### config.mk
export PLATFORM = sky130hd
export DESIGN_NAME = dfdt_div
export DESIGN_NICKNAME = d
export VERILOG_FILES = /design/src/rtl/dfdt_pkg.sv /design/src/rtl/dfdt_div.sv
export SDC_FILE = /design/constraint.sdc
export NUM_CORES = 1
export LEC_CHECK = 0
export BUFFER_PORTS_ARGS = -buffer_cell sky130_fd_sc_hd__buf_4
export CAP_MARGIN = 30
export CORE_ASPECT_RATIO = 1.25
export CORE_MARGIN = 2
export CORE_UTILIZATION = 27
export DETAILED_ROUTE_END_ITERATION = 7
export GPL_ROUTABILITY_DRIVEN = 0
export GPL_TIMING_DRIVEN = 0
export HOLD_SLACK_MARGIN = 0.1
export PLACE_DENSITY = 0.56
export SYNTH_ARGS = -nofsm -noshare
export SYNTH_HDL_FRONTEND = slang
export SYNTH_SLANG_ARGS = --single-unit
### constraint.sdc
create_clock -name clk -period 5.25 [get_ports clk]
set_clock_uncertainty 0.2 [all_clocks]
set_input_delay 0.2625 -clock clk [delete_from_list [all_inputs] [get_ports clk]]
set_output_delay 0.2625 -clock clk [all_outputs]
set_load 0.02 [all_outputs]
### src/rtl/dfdt_pkg.sv
// Shared constants and types for the Doppler fractional delay tap block.
package dfdt_pkg;

	// Field widths fixed by the item format
	localparam int CUR_W      = 32;
	localparam int TAP_IN_W   = 6;
	localparam int DLY_W      = 30;
	localparam int DLEN_REG_W = 15;
	localparam int BLEN_REG_W = 7;

	// Fixed point
	localparam int FRAC_BITS  = 16;
	localparam int ONE_Q      = 1 << FRAC_BITS;
	localparam int ROUND_HALF = 1 << (FRAC_BITS - 1);

	// Iterative divider: dividend width, quotient bits per cycle
	localparam int DIV_W         = 32;
	localparam int DIV_STEP_BITS = 2;
	localparam int DIV_CYCLES    = DIV_W / DIV_STEP_BITS;
	localparam int DIV_CNT_W     = $clog2(DIV_CYCLES);

	// Register reset values
	localparam logic [DLEN_REG_W-1:0] DLEN_RESET = 15'd16384;
	localparam logic [BLEN_REG_W-1:0] BLEN_RESET = 7'd64;

	// Configuration port
	localparam int APB_ADDR_W = 3;
	localparam int APB_DATA_W = 32;

	typedef enum logic {
		REG_DELAY_LEN = 1'b0,
		REG_BLOCK_LEN = 1'b1
	} reg_sel_t;

	typedef enum logic {
		CMD_WRITE = 1'b0,
		CMD_READ  = 1'b1
	} cmd_t;

endpackage

### src/rtl/dfdt_div.sv
// Shared multi-cycle unsigned divider: quotient and remainder, two bits per cycle.
module dfdt_div #(
	parameter int DVS_W = 31
) (
	input  logic                    clk,
	input  logic                    arst_n,
	input  logic                    start,
	input  logic [dfdt_pkg::DIV_W-1:0] dividend,
	input  logic [DVS_W-1:0]        divisor,
	output logic                    done,
	output logic [dfdt_pkg::DIV_W-1:0] quot,
	output logic [DVS_W-1:0]        rem
);
	import dfdt_pkg::*;

	logic                 busy_q;
	logic                 done_q;
	logic [DIV_CNT_W-1:0] cnt_q;
	logic [DIV_W-1:0]     num_q;
	logic [DVS_W-1:0]     dvs_q;
	logic [DVS_W-1:0]     rem_q;
	logic [DIV_W-1:0]     num_nxt;
	logic [DVS_W-1:0]     rem_nxt;

	// restoring steps; quotient bits shift into num from the bottom
	always_comb begin
		logic [DVS_W:0] rs;
		num_nxt = num_q;
		rem_nxt = rem_q;
		for (int i = 0; i < DIV_STEP_BITS; i++) begin
			rs      = {rem_nxt, num_nxt[DIV_W-1]};
			num_nxt = {num_nxt[DIV_W-2:0], 1'b0};
			if (rs >= {1'b0, dvs_q}) begin
				rs         = rs - {1'b0, dvs_q};
				num_nxt[0] = 1'b1;
			end
			rem_nxt = rs[DVS_W-1:0];
		end
	end

	always_ff @(posedge clk or negedge arst_n) begin
		if (!arst_n) begin
			busy_q <= 1'b0;
			done_q <= 1'b0;
			cnt_q  <= '0;
		end else begin
			done_q <= 1'b0;
			if (start) begin
				busy_q <= 1'b1;
				cnt_q  <= '0;
			end else if (busy_q) begin
				cnt_q <= cnt_q + 1'b1;
				if (cnt_q == DIV_CNT_W'(DIV_CYCLES - 1)) begin
					busy_q <= 1'b0;
					done_q <= 1'b1;
				end
			end
		end
	end

	always_ff @(posedge clk) begin
		if (start) begin
			num_q <= dividend;
			dvs_q <= divisor;
			rem_q <= '0;
		end else if (busy_q) begin
			num_q <= num_nxt;
			rem_q <= rem_nxt;
		end
	end

	assign done = done_q;
	assign quot = num_q;
	assign rem  = rem_q;

endmodule

Word-level counts from Yosys, hierarchy flattened
Index checks and enable logic that the tools add are counted.

Add/sub/neg operators: 3. Order comparisons: 2. Equality and inequality tests: 1. Mux-type cells: 14. Reductions and logical operators: 1.

Operators with widths (number): $ge A32 B31 Y1 (2); $mux W32 (2); $mux W31 (2); $sub A31 B31 Y31 (2); $mux W1 (8); $mux W4 (2); $add A4 B1 Y4 const B (1); $eq A4 B4 Y1 const B (1); $reduce_bool A2 Y1 (1).

Bits in registers: 100.

Logic depth before layout (Yosys ltp)
Depth in word-level cells: 6. Gate-level depth with buffers: 26. Depth with buffers taken out: 22.

Worst setup path after synthesis
OpenSTA, ideal clock, no wires.

Path type: flip-flop to flip-flop. From: reg num_q[31], in the netlist quot[31]. To: reg rem_q[29], in the netlist rem[29]. Data arrival time: 4.891 ns. Data required time: 4.962 ns. Slack: 0.071 ns. Stages on the path, launching flop included: 23. Buffers on the path: 2. Cells stage by stage: edfxtp_1 -> inv_1 -> ha_1 -> inv_1 -> fa_1 -> a211oi_1 -> o211ai_2 -> nand3_1 -> a21oi_1 -> and4b_1 -> buf_4 -> mux2_2 -> ha_1 -> nor2b_1 -> o31a_1 -> o211a_1 -> a21oi_2 -> a31oi_1 -> o32a_1 -> a31o_1 -> buf_6 -> a211o_1 -> a311oi_2.

Longest elaborated chain between the ends: 4.

Ends and longest elaborated chain: from (decl) (line dfdt_div.sv:19) `logic [DIV_W-1:0] num_q;`; from (signal assigned) (line dfdt_div.sv:63) `num_q <= dividend;`; from (signal assigned) (line dfdt_div.sv:67) `num_q <= num_nxt;`; $sub A31 B31 Y31 or $ge A32 B31 Y1 (tied branches) (line dfdt_div.sv:34, dfdt_div.sv:33); $mux W31 (*) (line dfdt_div.sv:33) `if (rs >= {1'b0, dvs_q}) begin`; $sub A31 B31 Y31 or $ge A32 B31 Y1 (tied branches) (line dfdt_div.sv:34, dfdt_div.sv:33); $mux W31 (*) (line dfdt_div.sv:33); to (signal assigned) (line dfdt_div.sv:68) `rem_q <= rem_nxt;`; to (decl) (line dfdt_div.sv:21) `logic [DVS_W-1:0] rem_q;`.

Every way passes the cells marked *; elsewhere a longest branch is shown, timed or not. A chain may end at the register's enable or synchronous reset.

Worst setup path after layout
From: reg num_q[31], in the netlist quot[31]. To: reg rem_q[10], in the netlist rem[10].

Same word-level chain as after synthesis.

==> results.yml <==
logic_synthesis:
  postSynthCellCount: 854
  synthTopCellsByArea: "edfxtp_1 25%, ha_1 10%, dfxtp_1 8.1%"
  synth_cell_types: 70
  synth-edff-count: 63
  yosys-top-cells-count: "99 x nand2_1, 64 x o21ai_0, 63 x edfxtp_1, 63 x ha_1, 62 x nor2_1"
  ys_seq_area_share_pct: 34.8
  synth.net_count: 985
  syn-cell-area_um2: 7640
  async_flop_share_pct: 6.00
  yosysWarnings: 0
  synth_top_area_cell: "edfxtp_1"
  synth.ff_latch_count: 100
  synth_top_area_share_pct: 24.7
  avgSynthCellArea_um2: 8.95
  yosysMostFrequentCell: "nand2_1"
  ys.flop_type: "edfxtp_1"
floorplanning:
  rows: 68
  die_area_um2: 29700
  initial_core_util_pct: 27.6
  die_w_um: 155
  ios: 130
  coreArea_um2: 27700
  die_h_um: 192
clock_tree:
  cts_tree: "yes"
  clock_sinks: 100
  clk_pin_slew_worst_paths_ns: 0.08
  root_buffer: "clkbuf_16"
  clockBufferDepth: 2
  cts_made_buffers: 9
  insertion_delay_ns: 0.37
  htreeDepth: 3
timing:
  layout_setup_ws_ns: -0.164
  rsz0062_at_grt: "true"
  finalSetupViolations: 31
  fmax_ghz: 0.185
  timing.hold.ws_ns: 0.212
  min_period_ns: 5.41
  hold_violations: 0
  slew_viol_final: 0
  post-route-period-util_pct: 103
  slew_headroom_pct: 29.3
  tightest_slew_ns: 1.06
drt:
  vias_per_cell: 5.17
  initialDrtViolationCount: 455
  first_pass_iters: 5
  ant_nets: 0
  wl_mm: 26.8
  vias: 7626
  drc: 0
  wl_per_cell_um: 18.2
final_layout:
  fin_cells: 1476
  antenna_cells: 0
  nets: 1252
  finalCoreUtilization_pct: 40.3
  final_cell_area_um2: 11200
  area_delta_synth_final_pct: 46.2
  drive_gt1_share_pct: 31.5
global_route:
  antenna_found_initial: 0
  grtUsageTotal_pct: 17.9
  grt_pass1_wl_mm: 41.4
  grt_max_degree: 36
  first_global_vias: 7634
  grt_overflow: 0
outcome:
  violations: "negative setup slack"
  status: "finished, violations left"
hold_path:
  hold_path_class: "primary input to flip-flop"
placement:
  placed_area_um2: 9080
  dp_hpwl_mm: 19.1
  pre_cts_ws_ns: -1.23
  port_buffers: 129
  place_inst: 1334
setup_path:
  worstSetupStartpointType: "flip-flop"
  worstSetupEndpointType: "flip-flop"
  path_max_fanout: 5
  r2r_slack_ns: -0.16
  cp.arrival_ns: 5.50
  critPathKind: "flip-flop to flip-flop"
  worstPathRequired_ns: 5.34
power_and_ir_drop:
  power.density_nw_per_um2: 674
  power.leakage_nw: 4.81
  ir_worst_vdd_v: 0.000337
run:
  cap_violations: 0
-- registers in the layout, summed over array words and instances (netlist names) --
name / flops
busy_q: 1
cnt_q: 4
done: 1
dvs_q: 31
quot: 32
rem: 31
-- report_power, final --
group / switching, mW / internal, mW
logic: 2.96 / 2.63
clock network: 0.366 / 0.432
registers: 0.148 / 1.00
-- critical path, cell delays in order (launching register included) --
cell and delay (ns):
edfxtp_1 0.40, inv_1 0.08, ha_2 0.18, inv_2 0.04
fa_2 0.40, a211oi_4 0.27, o211ai_2 0.16, nand3_1 0.13
a21oi_2 0.06, and4b_2 0.33, buf_6 0.17, clkinvlp_4 0.12
mux2i_2 0.24, inv_2 0.08, ha_4 0.25, a21o_1 0.16
a21o_1 0.17, or3_1 0.39, a21oi_2 0.14, nor2_2 0.06
o32a_1 0.39, a31oi_4 0.22, buf_8 0.17, buf_12 0.12
buf_6 0.09, nand2_2 0.05, a311oi_2 0.25
-- placed cells by master, fill, tap and decap left out, types with 9 or more instances in the layout --
cell,n
a311oi_2,11
o21a_1,11
clkbuf_16,10
dfxtp_1,31
o21ai_0,39
xnor2_1,27
nand2_1,92
ha_1,50
nand3_1,21
o211ai_1,12
a21oi_1,44
nand2b_1,9
inv_1,51
mux2_2,32
a21o_1,18
buf_4,183
edfxtp_1,63
nand4_1,9
clkbuf_1,11
mux2i_1,11
xor2_1,23
nor3_1,14
dlygate4sd3_1,65
o21ai_1,20
nor2_1,60
-- per-layer routing --
layer	up-vias	part of all wire, %	routed length [um]	GRT usage (%)
met2	254	49	13200	30.9
li1	3696	-	-	-
met3	71	5.2	1400	3.43
met1	3605	41	11000	21.0
met4	0	4.8	1280	9.86
met5	-	0	0	0
-- kinds of logic after synthesis --
family	Yosys count	synth area share (%)
AO/OA/AOI/OAI	243	21.5
XOR/XNOR	50	5.73
adder cells (fa/ha/maj)	65	10.8
buffers and inverters	88	4.68
flip-flops	100	34.8
multiplexers	48	6.86
AND/OR/NAND/NOR	260	15.6
-- final cells by class --
| class | count | area [um2] |
|---|---|---|
| clock buffers | 9 | 225 |
| fillers | 2769 | 16600 |
| inverters | 56 | 214 |
| plain buffers | 29 | 234 |
| repair buffers | 259 | 2200 |
| flip-flops and latches | 100 | 2660 |
| clock inverters | 7 | 114 |
| well taps | 350 | 438 |
| multi-input cells | 666 | 5090 |
-- metrics by stage --
step / total power [mW] / setup TNS [ns]
2_1_floorplan: 4.15 / 0
3_3_place_gp: 5.24 / -31.55
3_5_place_dp: 5.27 / -31.73
4_1_cts: 6.97 / -0.366
5_1_grt: 8.04 / -6.44
6_report: 7.54 / -3.21
-- what timing repair did --
item | CTS | global route
hold buffers | 65 | 0
setup buffers | 41 | 20
pin swaps | 19 | 40
setup endpoints to repair | 32 | 32
resized for setup | 89 | 75
cloned | 2 | 1
endpoints found under the hold margin | 69 | 0
-- path summary, 6_finish.rpt --
check,cells after the start,to,startpoint
max reg2reg,26,rem[10],quot[31]
max in group asynchronous,3,cnt_q[1],arst_n
min in group asynchronous,3,cnt_q[0],arst_n
max,26,rem[10],quot[31]
min,1,dvs_q[16],start
min reg2reg,2,rem[18],rem[18]
(Power assumes the default switching activity.)
